[src/hdl/bmprle_pkg.sv]
`timescale 1ns / 1ps
// Shared types and constants for the BMP run-length decoder.
// Used by the core, the output buffer, the top level and the checker.
package bmprle_pkg;

  localparam int COORD_BITS_DEF = 16;

  localparam logic [1:0] REG_MODE        = 2'd0;
  localparam logic [1:0] REG_ROW_BYTES   = 2'd1;
  localparam logic [1:0] REG_IMAGE_BYTES = 2'd2;

  localparam logic        MODE_RST        = 1'b0;
  localparam logic [15:0] ROW_BYTES_RST   = 16'd4;
  localparam logic [23:0] IMAGE_BYTES_RST = 24'd4;

  localparam logic [7:0] ESC_EOL   = 8'd0;
  localparam logic [7:0] ESC_EOB   = 8'd1;
  localparam logic [7:0] ESC_DELTA = 8'd2;

  localparam logic [1:0] EV_WRITE = 2'd0;
  localparam logic [1:0] EV_END   = 2'd1;
  localparam logic [1:0] EV_CLIP  = 2'd2;

  typedef enum logic [2:0] {
    PH_COUNT,
    PH_VALUE,
    PH_ESCAPE,
    PH_DX,
    PH_DY,
    PH_LITERAL,
    PH_PAD
  } phase_t;

  typedef struct packed {
    logic [1:0]  event_res;
    logic [7:0]  pixel_value;
    logic [7:0]  pixel_count;
    logic        start_low;
    logic [15:0] column;
    logic [15:0] row;
  } res_t;

endpackage

[src/hdl/bmprle_core.sv]
`timescale 1ns / 1ps
// Parse machine and position datapath of the BMP run-length decoder.
// Depends on bmprle_pkg; produces at most one descriptor per accepted byte.
module bmprle_core #(
  parameter int COORD_BITS = bmprle_pkg::COORD_BITS_DEF
) (
  input  logic               clk,
  input  logic               rst,
  input  logic               accept,
  input  logic [7:0]         data_byte,
  input  logic               frame_start,
  input  logic               mode,
  input  logic [15:0]        row_bytes,
  input  logic [23:0]        image_bytes,
  output logic               res_valid,
  output bmprle_pkg::res_t   res
);

  localparam int PW = COORD_BITS + 16;
  localparam int CW = (COORD_BITS > 16) ? COORD_BITS : 16;

  bmprle_pkg::phase_t phase, phase_next, e_phase;
  logic [7:0]            pending_count, pending_next, e_pending;
  logic [7:0]            literal_left, literal_next, e_literal, literal_after;
  logic                  pad_pending, pad_next, e_pad;
  logic [COORD_BITS-1:0] cur_row, row_next, e_row;
  logic [COORD_BITS-1:0] cur_col, col_next, e_col;
  logic                  low_phase, low_next, e_low;
  logic [7:0]            delta_x, delta_next, e_delta;
  logic                  stopped, stopped_next, e_stopped;
  logic [PW-1:0]         prod;

  logic [7:0]            nib_n, adv_n, allowed8, w4_cnt;
  logic [PW-1:0]         addr;
  logic                  in_bound;
  logic [23:0]           diff;
  logic [COORD_BITS:0]   pos;
  logic [CW-1:0]         avail, col_sum8;
  logic                  clip;
  logic [8:0]            b_plus1;
  logic [COORD_BITS+15:0] row_ext, col_ext;

  // A frame start clears position and parse state before the byte is parsed.
  assign e_phase   = frame_start ? bmprle_pkg::PH_COUNT : phase;
  assign e_pending = frame_start ? 8'd0 : pending_count;
  assign e_literal = frame_start ? 8'd0 : literal_left;
  assign e_pad     = frame_start ? 1'b0 : pad_pending;
  assign e_row     = frame_start ? '0 : cur_row;
  assign e_col     = frame_start ? '0 : cur_col;
  assign e_low     = frame_start ? 1'b0 : low_phase;
  assign e_delta   = frame_start ? 8'd0 : delta_x;
  assign e_stopped = frame_start ? 1'b0 : stopped;

  // The row base product is refreshed every cycle. Any other row change is at
  // least two bytes ahead of the next write, and a frame start, which can be
  // followed by a write on the very next byte, clears the product with the row.
  always_ff @(posedge clk) begin
    if (accept && frame_start) begin
      prod <= '0;
    end else begin
      prod <= PW'(cur_row) * PW'(row_bytes);
    end
  end

  assign nib_n = (e_phase == bmprle_pkg::PH_VALUE) ? e_pending :
                 ((e_literal < 8'd2) ? e_literal : 8'd2);
  assign adv_n = (e_phase == bmprle_pkg::PH_DY) ? e_delta : nib_n;

  assign addr     = prod + PW'(e_col);
  assign in_bound = addr < PW'(image_bytes);
  assign diff     = image_bytes - addr[23:0];
  assign allowed8 = {diff[6:0], 1'b0} - {7'd0, e_low};

  always_comb begin
    if (!in_bound) begin
      w4_cnt = 8'd0;
    end else if (diff[23:7] != 17'd0) begin
      w4_cnt = nib_n;
    end else begin
      w4_cnt = (nib_n < allowed8) ? nib_n : allowed8;
    end
  end

  assign pos = {e_col, e_low} + (COORD_BITS + 1)'(adv_n);

  assign avail    = (CW'(e_col) < CW'(row_bytes)) ? (CW'(row_bytes) - CW'(e_col)) : '0;
  assign clip     = CW'(e_pending) > avail;
  assign col_sum8 = CW'(e_col) + (clip ? avail : CW'(e_pending));

  assign b_plus1 = {1'b0, data_byte} + 9'd1;

  assign literal_after = mode ? (e_literal - nib_n) : (e_literal - 8'd1);

  always_comb begin
    phase_next = e_phase;
    if (!e_stopped) begin
      unique case (e_phase)
        bmprle_pkg::PH_COUNT: begin
          phase_next = (data_byte != 8'd0) ? bmprle_pkg::PH_VALUE : bmprle_pkg::PH_ESCAPE;
        end
        bmprle_pkg::PH_VALUE: begin
          phase_next = bmprle_pkg::PH_COUNT;
        end
        bmprle_pkg::PH_ESCAPE: begin
          if (data_byte == bmprle_pkg::ESC_EOL || data_byte == bmprle_pkg::ESC_EOB) begin
            phase_next = bmprle_pkg::PH_COUNT;
          end else if (data_byte == bmprle_pkg::ESC_DELTA) begin
            phase_next = bmprle_pkg::PH_DX;
          end else begin
            phase_next = bmprle_pkg::PH_LITERAL;
          end
        end
        bmprle_pkg::PH_DX: begin
          phase_next = bmprle_pkg::PH_DY;
        end
        bmprle_pkg::PH_DY: begin
          phase_next = bmprle_pkg::PH_COUNT;
        end
        bmprle_pkg::PH_LITERAL: begin
          if (literal_after == 8'd0) begin
            phase_next = e_pad ? bmprle_pkg::PH_PAD : bmprle_pkg::PH_COUNT;
          end
        end
        default: begin
          phase_next = bmprle_pkg::PH_COUNT;
        end
      endcase
    end
  end

  assign row_ext = {16'd0, e_row};
  assign col_ext = {16'd0, e_col};

  always_comb begin
    pending_next    = e_pending;
    literal_next    = e_literal;
    pad_next        = e_pad;
    row_next        = e_row;
    col_next        = e_col;
    low_next        = e_low;
    delta_next      = e_delta;
    stopped_next    = e_stopped;
    res_valid       = 1'b0;
    res.row         = row_ext[15:0];
    res.column      = col_ext[15:0];
    res.start_low   = 1'b0;
    res.pixel_count = 8'd0;
    res.pixel_value = data_byte;
    res.event_res   = bmprle_pkg::EV_WRITE;
    if (!e_stopped) begin
      unique case (e_phase)
        bmprle_pkg::PH_COUNT: begin
          if (data_byte != 8'd0) begin
            pending_next = data_byte;
          end
        end
        bmprle_pkg::PH_VALUE: begin
          res_valid = 1'b1;
          if (mode) begin
            res.start_low   = e_low;
            res.pixel_count = w4_cnt;
            col_next        = pos[COORD_BITS:1];
            low_next        = pos[0];
          end else if (clip) begin
            res.pixel_count = avail[7:0];
            res.event_res   = bmprle_pkg::EV_CLIP;
            col_next        = col_sum8[COORD_BITS-1:0];
            stopped_next    = 1'b1;
          end else begin
            res.pixel_count = e_pending;
            col_next        = col_sum8[COORD_BITS-1:0];
          end
        end
        bmprle_pkg::PH_ESCAPE: begin
          if (data_byte == bmprle_pkg::ESC_EOL) begin
            row_next = e_row + COORD_BITS'(1);
            col_next = '0;
            low_next = 1'b0;
          end else if (data_byte == bmprle_pkg::ESC_EOB) begin
            res_valid       = 1'b1;
            res.pixel_value = 8'd0;
            res.event_res   = bmprle_pkg::EV_END;
            stopped_next    = 1'b1;
          end else if (data_byte != bmprle_pkg::ESC_DELTA) begin
            literal_next = data_byte;
            pad_next     = mode ? b_plus1[1] : data_byte[0];
          end
        end
        bmprle_pkg::PH_DX: begin
          delta_next = data_byte;
        end
        bmprle_pkg::PH_DY: begin
          if (mode) begin
            col_next = pos[COORD_BITS:1];
            low_next = pos[0];
          end else begin
            col_next = e_col + COORD_BITS'(e_delta);
          end
          row_next = e_row + COORD_BITS'(data_byte);
        end
        bmprle_pkg::PH_LITERAL: begin
          res_valid    = 1'b1;
          literal_next = literal_after;
          if (mode) begin
            res.start_low   = e_low;
            res.pixel_count = w4_cnt;
            col_next        = pos[COORD_BITS:1];
            low_next        = pos[0];
          end else begin
            res.pixel_count = 8'd1;
            col_next        = e_col + COORD_BITS'(1);
          end
        end
        default: begin
        end
      endcase
    end
  end

  always_ff @(posedge clk) begin
    if (rst) begin
      phase         <= bmprle_pkg::PH_COUNT;
      pending_count <= 8'd0;
      literal_left  <= 8'd0;
      pad_pending   <= 1'b0;
      cur_row       <= '0;
      cur_col       <= '0;
      low_phase     <= 1'b0;
      delta_x       <= 8'd0;
      stopped       <= 1'b0;
    end else if (accept) begin
      phase         <= phase_next;
      pending_count <= pending_next;
      literal_left  <= literal_next;
      pad_pending   <= pad_next;
      cur_row       <= row_next;
      cur_col       <= col_next;
      low_phase     <= low_next;
      delta_x       <= delta_next;
      stopped       <= stopped_next;
    end
  end

endmodule

[src/hdl/bmprle_obuf.sv]
`timescale 1ns / 1ps
// Two-entry output buffer: result register plus skid register.
// Depends on bmprle_pkg for the descriptor type.
module bmprle_obuf (
  input  logic             clk,
  input  logic             rst,
  input  logic             push,
  input  bmprle_pkg::res_t push_data,
  output logic             space,
  output logic             out_valid,
  output bmprle_pkg::res_t out_data,
  input  logic             out_ready
);

  logic             skid_valid;
  bmprle_pkg::res_t skid_data;
  logic             pop;

  assign pop   = out_valid && out_ready;
  assign space = !skid_valid;

  always_ff @(posedge clk) begin
    if (rst) begin
      out_valid  <= 1'b0;
      skid_valid <= 1'b0;
    end else if (pop) begin
      if (skid_valid) begin
        out_data   <= skid_data;
        skid_valid <= 1'b0;
      end else if (push) begin
        out_data <= push_data;
      end else begin
        out_valid <= 1'b0;
      end
    end else if (push) begin
      if (!out_valid) begin
        out_data  <= push_data;
        out_valid <= 1'b1;
      end else begin
        skid_data  <= push_data;
        skid_valid <= 1'b1;
      end
    end
  end

endmodule

[src/hdl/bmp_rle_decoder_top.sv]
`timescale 1ns / 1ps
// The decoder takes one compressed byte per cycle and returns the pixel-write
// or event descriptor that the byte causes, if any, through a two-entry output
// buffer. Input is held off only while both buffer entries are full, and in the
// cycle after reset or after any configuration write, while the row base
// product (row times row_bytes) in its register is brought up to date.
// Top level of the BMP run-length decoder; depends on bmprle_pkg, bmprle_core
// and bmprle_obuf.
module bmp_rle_decoder_top #(
  parameter int COORD_BITS = bmprle_pkg::COORD_BITS_DEF
) (
  input  logic        clk,
  input  logic        rst,
  input  logic        s_axis_tvalid,
  output logic        s_axis_tready,
  input  logic [7:0]  s_axis_tdata,   // data_byte
  input  logic        s_axis_tuser,   // frame_start
  output logic        m_axis_tvalid,
  input  logic        m_axis_tready,
  output logic [55:0] m_axis_tdata,   // row, column, start_low, pixel_count, pixel_value
  output logic [1:0]  m_axis_tuser,   // event_res
  input  logic        cfg_valid,
  output logic        cfg_ready,
  input  logic [1:0]  cfg_index,
  input  logic [23:0] cfg_data
);

  logic             mode;
  logic [15:0]      row_bytes;
  logic [23:0]      image_bytes;
  logic             stale;
  logic             accept;
  logic             space;
  logic             res_valid;
  bmprle_pkg::res_t res;
  bmprle_pkg::res_t out_data;

  assign cfg_ready     = 1'b1;
  assign s_axis_tready = space && !stale;
  assign accept        = s_axis_tvalid && s_axis_tready;

  always_ff @(posedge clk) begin
    if (rst) begin
      mode        <= bmprle_pkg::MODE_RST;
      row_bytes   <= bmprle_pkg::ROW_BYTES_RST;
      image_bytes <= bmprle_pkg::IMAGE_BYTES_RST;
      stale       <= 1'b1;
    end else begin
      stale <= cfg_valid && cfg_ready;
      if (cfg_valid && cfg_ready) begin
        unique case (cfg_index)
          bmprle_pkg::REG_MODE:        mode        <= cfg_data[0];
          bmprle_pkg::REG_ROW_BYTES:   row_bytes   <= cfg_data[15:0];
          bmprle_pkg::REG_IMAGE_BYTES: image_bytes <= cfg_data;
          default: begin
          end
        endcase
      end
    end
  end

  bmprle_core #(
    .COORD_BITS (COORD_BITS)
  ) u_core (
    .clk         (clk),
    .rst         (rst),
    .accept      (accept),
    .data_byte   (s_axis_tdata),
    .frame_start (s_axis_tuser),
    .mode        (mode),
    .row_bytes   (row_bytes),
    .image_bytes (image_bytes),
    .res_valid   (res_valid),
    .res         (res)
  );

  bmprle_obuf u_obuf (
    .clk       (clk),
    .rst       (rst),
    .push      (accept && res_valid),
    .push_data (res),
    .space     (space),
    .out_valid (m_axis_tvalid),
    .out_data  (out_data),
    .out_ready (m_axis_tready)
  );

  assign m_axis_tdata = {7'd0, out_data.pixel_value, out_data.pixel_count,
                         out_data.start_low, out_data.column, out_data.row};
  assign m_axis_tuser = out_data.event_res;

endmodule

[config.mk]
export PLATFORM = sky130hd
export DESIGN_NAME = bmp_rle_decoder_top
export DESIGN_NICKNAME = d
export VERILOG_FILES = /design/src/hdl/bmprle_pkg.sv /design/src/hdl/bmprle_core.sv /design/src/hdl/bmprle_obuf.sv /design/src/hdl/bmp_rle_decoder_top.sv
export SDC_FILE = /design/constraint.sdc
export NUM_CORES = 1
export LEC_CHECK = 0
export BUFFER_PORTS_ARGS = -buffer_cell sky130_fd_sc_hd__buf_2
export CAP_MARGIN = 25
export CORE_MARGIN = 3
export CORE_UTILIZATION = 25
export DETAILED_ROUTE_END_ITERATION = 6
export HOLD_SLACK_MARGIN = 0.15
export REMOVE_ABC_BUFFERS = 1
export SKIP_CTS_REPAIR_TIMING = 1
export SLEW_MARGIN = 15
export SYNTH_ARGS = -nofsm -noshare
export SYNTH_HDL_FRONTEND = slang
export SYNTH_SLANG_ARGS = --single-unit
[constraint.sdc]
create_clock -name clk -period 7.6 [get_ports clk]
set_input_delay 0.38 -clock clk [delete_from_list [all_inputs] [get_ports clk]]
set_output_delay 0.38 -clock clk [all_outputs]
set_load 0.05 [all_outputs]
==> flow_summary.json, run 1 <==
{
  "status": "finished clean",
  "h-tree-depth": 1,
  "routedLengthMet1_mm": 34.62,
  "cts_root_buffer": "clkbuf_16",
  "top_layer": "met4",
  "slew_headroom_pct": 33.68,
  "power.total_mw": 3.499,
  "crit_top_cell": "fa_1",
  "coreArea_sq_um": 102500,
  "synth_edf_count": 102,
  "vias_per_cell": 4.961,
  "dr.pass1.iters": 6,
  "final.setup.worst_slack_ns": 0.3754,
  "grt_overflow_total": 0,
  "hold_path_class": "input pin to flop",
  "holdWs_ns": 0.1199,
  "final_area_sq_um": 29560,
  "crit_path_top_delay_cell": "dfxtp_1",
  "min_period_ns": 7.225,
  "grt_pass1_vias": 22519,
  "clk_latency_ns": 0.59,
  "die_x_um": 328.4,
  "intPower_mw": 2.440,
  "num-nets-final": 3711,
  "gp_congestion": 0.8990,
  "power_frac_comb_pct": 18.6,
  "skew_ns": 0.02787,
  "cts_sinks": 240,
  "ant_nets": 0,
  "ys_ff_latch": 240,
  "cp-start-kind": "flop",
  "rsz0062_at_grt": "false",
  "drc": 0,
  "p_sw_mw": 1.060,
  "ios": 101,
  "cts.path.max_buffers": 3,
  "grt_pass1_wl_mm": 130.8,
  "layout-drive-gt1-share_pct": 9.716,
  "drv_cap": 0,
  "wire_per_inst_um": 18.20,
  "antenna_found_initial": 2,
  "p_seq_share_pct": 39.5,
  "async_flop_share_pct": 0,
  "clock_power_share_pct": 41.9,
  "cp_data_arrival_time_ns": 7.67,
  "ys.flop_type": "dfxtp_1",
  "drt-total-wl_mm": 83.92,
  "cts_tree": "built",
  "crit_chain": "nand2_1 > fa_1 > inv_1 > fa_1 > inv_1 > fa_1 > fa_1 > inv_1 > fa_1 > inv_1 > fa_1 > inv_1 > ha_1 > a21o_1 > a2111o_1 > and4_1 > a31o_2 > o21ai_0 > o221ai_1 > o41a_1 > a211o_1 > xnor2_1 > nor2_1",
  "yosysUniqueCellTypes": 100,
  "peakVddDrop_mv": 0.1526,
  "crit_type": "flop to flop",
  "syn_avg_cell_area_sq_um": 8.344,
  "synth_cells": 3114,
  "hpwl_mm": 65.87,
  "p_per_area_nw_per_um2": 118.4,
  "syn_area_sq_um": 25980,
  "end_kind": "flop",
  "fin_util_pct": 28.84,
  "place_area_sq_um": 28210,
  "hold_viol": 0,
  "rows": 117,
  "design.die.area_sq_um": 107800,
  "period_share_pct": 95.06,
  "vias": 22878,
  "crit_required_ns": 8.05,
  "fmax_ghz": 0.1384,
  "cts_inserted_buffers": 29,
  "cpPeakStageDelay_ns": 0.79,
  "grt_use_total_pct": 15.32,
  "dieHeight_um": 328.4,
  "wl_met3_mm": 4.533,
  "seq_area_frac_synth_pct": 22.42,
  "place_ws_ns": 0.04894,
  "swShare_pct": 30.28,
  "synthToLayoutAreaGrowth_pct": 13.76,
  "yosysWarningCount": 0,
  "leakage_nw": 12.69,
  "setup_viol": 0,
  "path_clk_slew_ns": 0.06,
  "drt_iter0_drc": 1925,
  "grt_max_degree": 74,
  "maxSlewViolCount": 0,
  "tightest_slew_ns": 0.9942,
  "portBuffers": 92,
  "critical_path_peak_fanout": 15,
  "wl_met2_mm": 39.93,
  "initial_core_util_pct": 25.36
}
kinds of logic after synthesis:
logic type / share of synthesized area, %
muxes: 0.9968
other: 0.02890
buffers and inverters: 7.950
adders and majority gates: 27.60
AOI/OAI and AO/OA: 16.54
xor gates and xnor gates: 4.888
and+or+nand+nor: 19.57
DFF: 22.42
per-layer routing:
metal  up-vias  global-route usage (%)
met3       168                   1.416
met2       775                   26.21
met1     11193                   19.23
met5         -                       0
li1      10742                       -
met4         0                   7.736
Yosys cell counts (31+ instances only):
master    count  area, sq um
xor2_1       44        385.4
clkbuf_1    124        465.5
nor2_1      196        735.7
nor2b_1      47        294.0
edfxtp_1    102         3063
and3_1       31        193.9
a22oi_1      41        307.8
dfxtp_1     138         2763
and2_1      103        644.4
ha_1        250         3128
a21o_1       45        337.8
nand2_1     470         1764
o21ai_0     159        795.8
inv_1       344         1291
nand3_1      53        265.3
nor3_1       50        250.2
fa_1        202         4044
xnor2_1     101        884.6
a21oi_1     184        920.9
layout make-up:
class	count	area (sq um)
fillers	11039	72910
flip-flops and latches	240	5828
clock inverters	16	170.2
inverters	345	1295
repair buffers	222	1535
well taps	1368	1712
multi-input cells	2381	18190
diodes	2	5.005
clock buffers	38	820.8
state kept, by name, summed over array words and instances (netlist names):
name / count
u_core.literal_left: 8
u_obuf.out_valid: 1
u_core.pad_pending: 1
u_core.delta_x: 8
row_bytes: 16
u_core.cur_row: 16
u_obuf.out_data: 51
u_core.stopped: 1
u_obuf.skid_data: 51
u_core.prod: 32
mode: 1
u_core.low_phase: 1
u_core.cur_col: 16
u_core.pending_count: 8
u_obuf.skid_valid: 1
u_core.phase: 3
stale: 1
image_bytes: 24
power groups by stage:
| stage | sequential (mW) | clock [mW] | combinational (mW) |
|---|---|---|---|
| floorplan | 1.41 | 0 | 0.407 |
| global placement | 1.41 | 0 | 0.624 |
| detailed placement | 1.41 | 0 | 0.627 |
| CTS | 1.38 | 1.50 | 0.630 |
| global route | 1.38 | 1.55 | 0.717 |
| finish | 1.38 | 1.46 | 0.652 |
worst max-delay path: cells and delay by family, from the launching register on:
kind	cells	cell delay (ns)
adders and majority gates	7	3.40
AOI/OAI and AO/OA	7	2.10
and+or+nand+nor	3	0.42
buffers and inverters	5	0.24
xor gates and xnor gates	1	0.13
DFF	1	0.79
layout by cell type (no fill, tap or decap), drive strengths merged, types with 13 or more instances in the layout:
master         n
or2           13
nor2         197
o21ai        171
or3           20
clkbuf        38
a31oi         21
nand2b        22
a21oi        187
buf          194
nor4          15
and2         106
and3          31
ha           250
dfxtp        138
xor2          44
a22oi         41
a221oi        22
a21o          49
nand3         53
mux2i         18
nand4         17
nand2        471
edfxtp       102
nor3          50
dlygate4sd3   28
a211oi        16
fa           202
nor2b         47
conb          15
xnor2        101
inv          349
o21bai        14
metrics by stage:
step                std cells  TNS, ns
CTS                      4577        0
finish                   4612        0
detailed placement       4523        0
global placement         4522        0
floorplan                2966   -34.34
global route             4610        0
path summary, 6_finish.rpt:
path	startpoint	end	depth (start not counted)	slack, ns
setup reg to reg	u_core.cur_row[9]	u_core.prod[30]	23	0.38
hold / removal	cfg_data[19]	image_bytes[19]	3	0.12
setup / recovery	u_core.cur_row[9]	u_core.prod[30]	23	0.38
hold reg to reg	image_bytes[23]	image_bytes[23]	2	0.47
(Power assumes the default switching activity.)
==> run 2: changes to the inputs <==
clock period = 6.2 ns   (was 7.6 ns; I/O delays follow)
==> flow_summary.json, run 2 (synthesized netlist as in run 1, its figures left out) <==
{
  "status": "complete, but fails checks",
  "failed_checks": "setup timing",
  "path_clk_slew_ns": 0.07,
  "peakVddDrop_mv": 0.2105,
  "cts_sinks": 240,
  "drt-total-wl_mm": 87.18,
  "drv_cap": 0,
  "synthToLayoutAreaGrowth_pct": 29.53,
  "end_kind": "flop",
  "grt_use_total_pct": 15.69,
  "initial_core_util_pct": 25.36,
  "tightest_slew_ns": 1.087,
  "leakage_nw": 14.80,
  "power.total_mw": 4.686,
  "final.setup.worst_slack_ns": -0.3135,
  "setup_viol": 17,
  "dr.pass1.iters": 5,
  "wire_per_inst_um": 17.54,
  "vias_per_cell": 4.825,
  "cts.path.max_buffers": 3,
  "drt_iter0_drc": 1682,
  "holdPathEnd": "mode",
  "cp_data_arrival_time_ns": 7.10,
  "layout-drive-gt1-share_pct": 23.04,
  "ios": 101,
  "drc": 0,
  "r2r_end": "u_core.cur_col[12]",
  "timing.critical_path.buf_inv": 5,
  "clk_latency_ns": 0.65,
  "ff2ff_setup_slack_ns": -0.31,
  "design.die.area_sq_um": 107800,
  "dpl.cell_count": 4826,
  "reg2reg_from": "u_core.cur_col[0]",
  "cts_root_buffer": "clkbuf_16",
  "skew_ns": 0.07385,
  "grt_pass1_wl_mm": 134.3,
  "coreArea_sq_um": 102500,
  "crit_required_ns": 6.79,
  "grt_overflow_total": 0,
  "slew_headroom_pct": 26.74,
  "ant_nets": 0,
  "num-nets-final": 4070,
  "grt_max_degree": 71,
  "crit_path_top_delay_cell": "or4_4",
  "die_x_um": 328.4,
  "antenna_found_initial": 4,
  "final_common_cell": "nand2_1",
  "grt_pass1_vias": 23413,
  "dieHeight_um": 328.4,
  "maxSlewViolCount": 0,
  "mostFrequentLayoutCells": "456 x nand2_1, 398 x buf_4, 327 x inv_1",
  "hpwl_mm": 68.55,
  "period_share_pct": 105.1,
  "hold_path_class": "input pin to flop",
  "cp-start-kind": "flop",
  "p_per_area_nw_per_um2": 139.2,
  "min_period_ns": 6.513,
  "top_regs": "u_obuf.out_data: 51 flops, u_obuf.skid_data: 51 flops, u_core.prod: 32 flops",
  "crit_type": "flop to flop",
  "crit_top_cell": "ha_4",
  "portBuffers": 92,
  "vias": 23986,
  "h-tree-depth": 1,
  "fmax_ghz": 0.1535,
  "path_delay_family": "compound AO/OA/AOI/OAI gates",
  "rsz0062_at_grt": "true",
  "rows": 117,
  "cts_tree": "built",
  "hold_viol": 0,
  "fin_cells": 4971,
  "rr_worst_depth": 35,
  "gp_congestion": 0.9460,
  "critical_path_peak_fanout": 5,
  "holdPathStages": 4,
  "hold_start": "cfg_index[1]",
  "cts_inserted_buffers": 30,
  "cpPeakStageDelay_ns": 0.53
}
-- run 2: layout make-up --
cell class	instances	area, sq um
clock buffer	37	838.3
sequential	240	5883
clock inverter	19	251.5
timing repair buffer	580	4593
tap	1368	1712
multi-input combinational	2381	19080
antenna	1	2.502
fill	10737	68820
inverter	345	1301
-- run 2: worst min-delay path, cell delays in order --
cell and delay, ns:
buf_2 0.14, nor3b_1 0.07, mux2i_1 0.11, nor2_1 0.07
-- run 2: how the worst max path moves through the flow --
| stage | endpoint | startpoint | cells past startpoint |
|---|---|---|---|
| global placement | u_obuf.out_data[33] | s_axis_tuser | 29 |
| CTS | u_core.cur_col[14] | u_core.cur_col[0] | 36 |
| detailed placement | u_obuf.out_data[33] | s_axis_tuser | 29 |
| global route | u_core.cur_col[12] | u_core.cur_col[0] | 35 |
| floorplan | u_obuf.skid_data[0] | u_obuf.skid_valid | 5 |
| finish | u_core.cur_col[12] | u_core.cur_col[0] | 35 |
-- run 2: through the flow --
| step | util, % | hold WS, ns | TNS [ns] | worst slack [ns] | area, sq um |
|---|---|---|---|---|---|
| finish | 32.84 | 0.1583 | -1.794 | -0.3135 | 33660 |
| CTS | 30.92 | -0.05832 | -15.41 | -0.7517 | 31680 |
| floorplan | - | 0.3791 | -149.39 | -2.073 | 25260 |
| detailed placement | 29.85 | 0.4569 | -23.12 | -0.9637 | 30590 |
| global placement | 29.84 | 0.4495 | -21.03 | -0.9597 | 30580 |
| global route | 32.84 | 0.1552 | -8.619 | -0.6121 | 33650 |
-- run 2: where the power goes --
| group | switching [mW] | internal (mW) |
|---|---|---|
| Sequential | 0.0225 | 1.66 |
| Clock | 0.807 | 1.14 |
| Combinational | 0.577 | 0.484 |
-- run 2: metal layers --
metal,wire (um),global-route usage (%),up-vias
met5,0,0,-
met4,3980,7.075,0
met3,4894,1.597,137
li1,-,-,11452
met2,42310,27.08,730
met1,35990,19.72,11667
==> run 3: changes to the inputs <==
SETUP_SLACK_MARGIN = 0.5   (was not set)
==> flow_summary.json, run 3 (synthesized netlist as in run 1, its figures left out) <==
{
  "status": "complete, but fails checks",
  "failed_checks": "setup timing",
  "num-nets-final": 4078,
  "ff2ff_setup_slack_ns": -0.30,
  "clk_latency_ns": 0.65,
  "holdPathStages": 4,
  "swShare_pct": 30.07,
  "place_area_sq_um": 30590,
  "cp-startpoint": "u_core.cur_col[0]",
  "coreArea_sq_um": 102500,
  "top_regs": "u_obuf.out_data: 51 flops, u_obuf.skid_data: 51 flops, u_core.prod: 32 flops",
  "crit_top_cell": "ha_4",
  "die_x_um": 328.4,
  "final_area_sq_um": 33850,
  "p_seq_share_pct": 35.8,
  "vias": 24019,
  "tightest_slew_ns": 1.061,
  "crit_required_ns": 6.79,
  "cts.path.max_buffers": 3,
  "fin_util_pct": 33.03,
  "tns_ns": -2.139,
  "slew_headroom_pct": 28.52,
  "ios": 101,
  "crit_type": "flop to flop",
  "end_kind": "flop",
  "cts_sinks": 240,
  "leakage_nw": 14.89,
  "drt_iter0_drc": 1816,
  "crit_path_top_delay_cell": "or4_4",
  "holdPathEnd": "mode",
  "initial_core_util_pct": 25.36,
  "hold_path_class": "input pin to flop",
  "vias_per_cell": 4.824,
  "drc": 0,
  "drv_cap": 0,
  "cpPeakStageDelay_ns": 0.53,
  "setup_viol": 18,
  "maxSlewViolCount": 0,
  "path_clk_slew_ns": 0.07,
  "layout-drive-gt1-share_pct": 23.80,
  "place_ws_ns": -0.9637,
  "p_sw_mw": 1.412,
  "drt-total-wl_mm": 87.64,
  "cp-start-kind": "flop",
  "r2r_end": "u_core.cur_col[12]",
  "hold_viol": 0,
  "hold_start": "cfg_index[1]",
  "fmax_ghz": 0.1538,
  "rsz0062_at_grt": "true",
  "dieHeight_um": 328.4,
  "holdWs_ns": 0.1602,
  "power_frac_comb_pct": 22.7,
  "dr.pass1.iters": 6,
  "period_share_pct": 104.9,
  "ant_nets": 0,
  "grt_max_degree": 71,
  "synthToLayoutAreaGrowth_pct": 30.26,
  "critical_path_peak_fanout": 5,
  "h-tree-depth": 1,
  "design.die.area_sq_um": 107800,
  "final_common_cell": "nand2_1",
  "rr_worst_depth": 35,
  "mostFrequentLayoutCells": "453 x nand2_1, 399 x buf_4, 326 x inv_1",
  "wire_per_inst_um": 17.60,
  "p_per_area_nw_per_um2": 138.7,
  "antenna_found_initial": 4,
  "skew_ns": 0.07274,
  "grt_use_total_pct": 15.69,
  "cts_inserted_buffers": 30,
  "grt_pass1_wl_mm": 134.3,
  "gp_congestion": 0.9460,
  "clock_power_share_pct": 41.5,
  "rows": 117,
  "intPower_mw": 3.283,
  "portBuffers": 92,
  "peakVddDrop_mv": 0.2106,
  "cp_data_arrival_time_ns": 7.09,
  "cts_tree": "built",
  "hpwl_mm": 68.55,
  "reg2reg_from": "u_core.cur_col[0]",
  "final.setup.worst_slack_ns": -0.3026,
  "min_period_ns": 6.503,
  "grt_pass1_vias": 23413,
  "grt_overflow_total": 0,
  "cts_root_buffer": "clkbuf_16"
}
## run 3: cell count changes in the layout (fill, tap and decap cells not counted), sizes merged
| cell | previous run | this run |
|---|---|---|
| buf | 541 | 549 |
## run 3: power groups by stage
stage | clock network, mW | registers, mW | logic (mW)
global route | 2.05 | 1.68 | 1.16
detailed placement | 0 | 1.72 | 0.944
CTS | 1.99 | 1.68 | 0.949
floorplan | 0 | 1.73 | 0.499
finish | 1.95 | 1.68 | 1.07
global placement | 0 | 1.72 | 0.938
## run 3: how the worst max path moves through the flow
stage                                     end  slack [ns]  depth (start not counted)
after detailed placement  u_obuf.out_data[33]       -0.96                         29
after floorplan           u_obuf.skid_data[0]       -2.07                          5
after global placement    u_obuf.out_data[33]       -0.96                         29
final                      u_core.cur_col[12]       -0.30                         35
after global routing       u_core.cur_col[12]       -0.61                         35
after CTS                  u_core.cur_col[14]       -0.75                         36
## run 3: final cells by class
type                    instances  area [sq um]
fillers                     10713         68630
multi-input cells            2381         19180
flip-flops and latches        240          5883
repair buffers                588          4679
well taps                    1368          1712
inverters                     345          1301
clock buffers                  37         838.3
clock inverters                19         251.5
diodes                          1         2.502
## run 3: layer usage
metal  global-route usage, %  vias up  wire length (um)
li1                        -    11465                 -
met1                   19.72    11679             36110
met2                   27.08      716             42560
met3                   1.597      159              4879
met4                   7.075        0              4095
met5                       0        -                 0
## run 3: worst max-delay path: cells and delay by family (launching register included)
| family | cells | cell delay, ns |
|---|---|---|
| flops | 1 | 0.35 |
| buf+inv | 5 | 0.42 |
| xor+xnor | 1 | 0.16 |
| simple gates | 10 | 1.68 |
| fa+ha+maj | 5 | 1.18 |
| compound gates | 14 | 2.63 |
## run 3: per-stage QoR
stage | power (mW) | cells
after detailed placement | 2.659 | 4826
after floorplan | 2.224 | 2966
after CTS | 4.622 | 4882
after global placement | 2.654 | 4824
after global routing | 4.886 | 4978
final | 4.695 | 4979
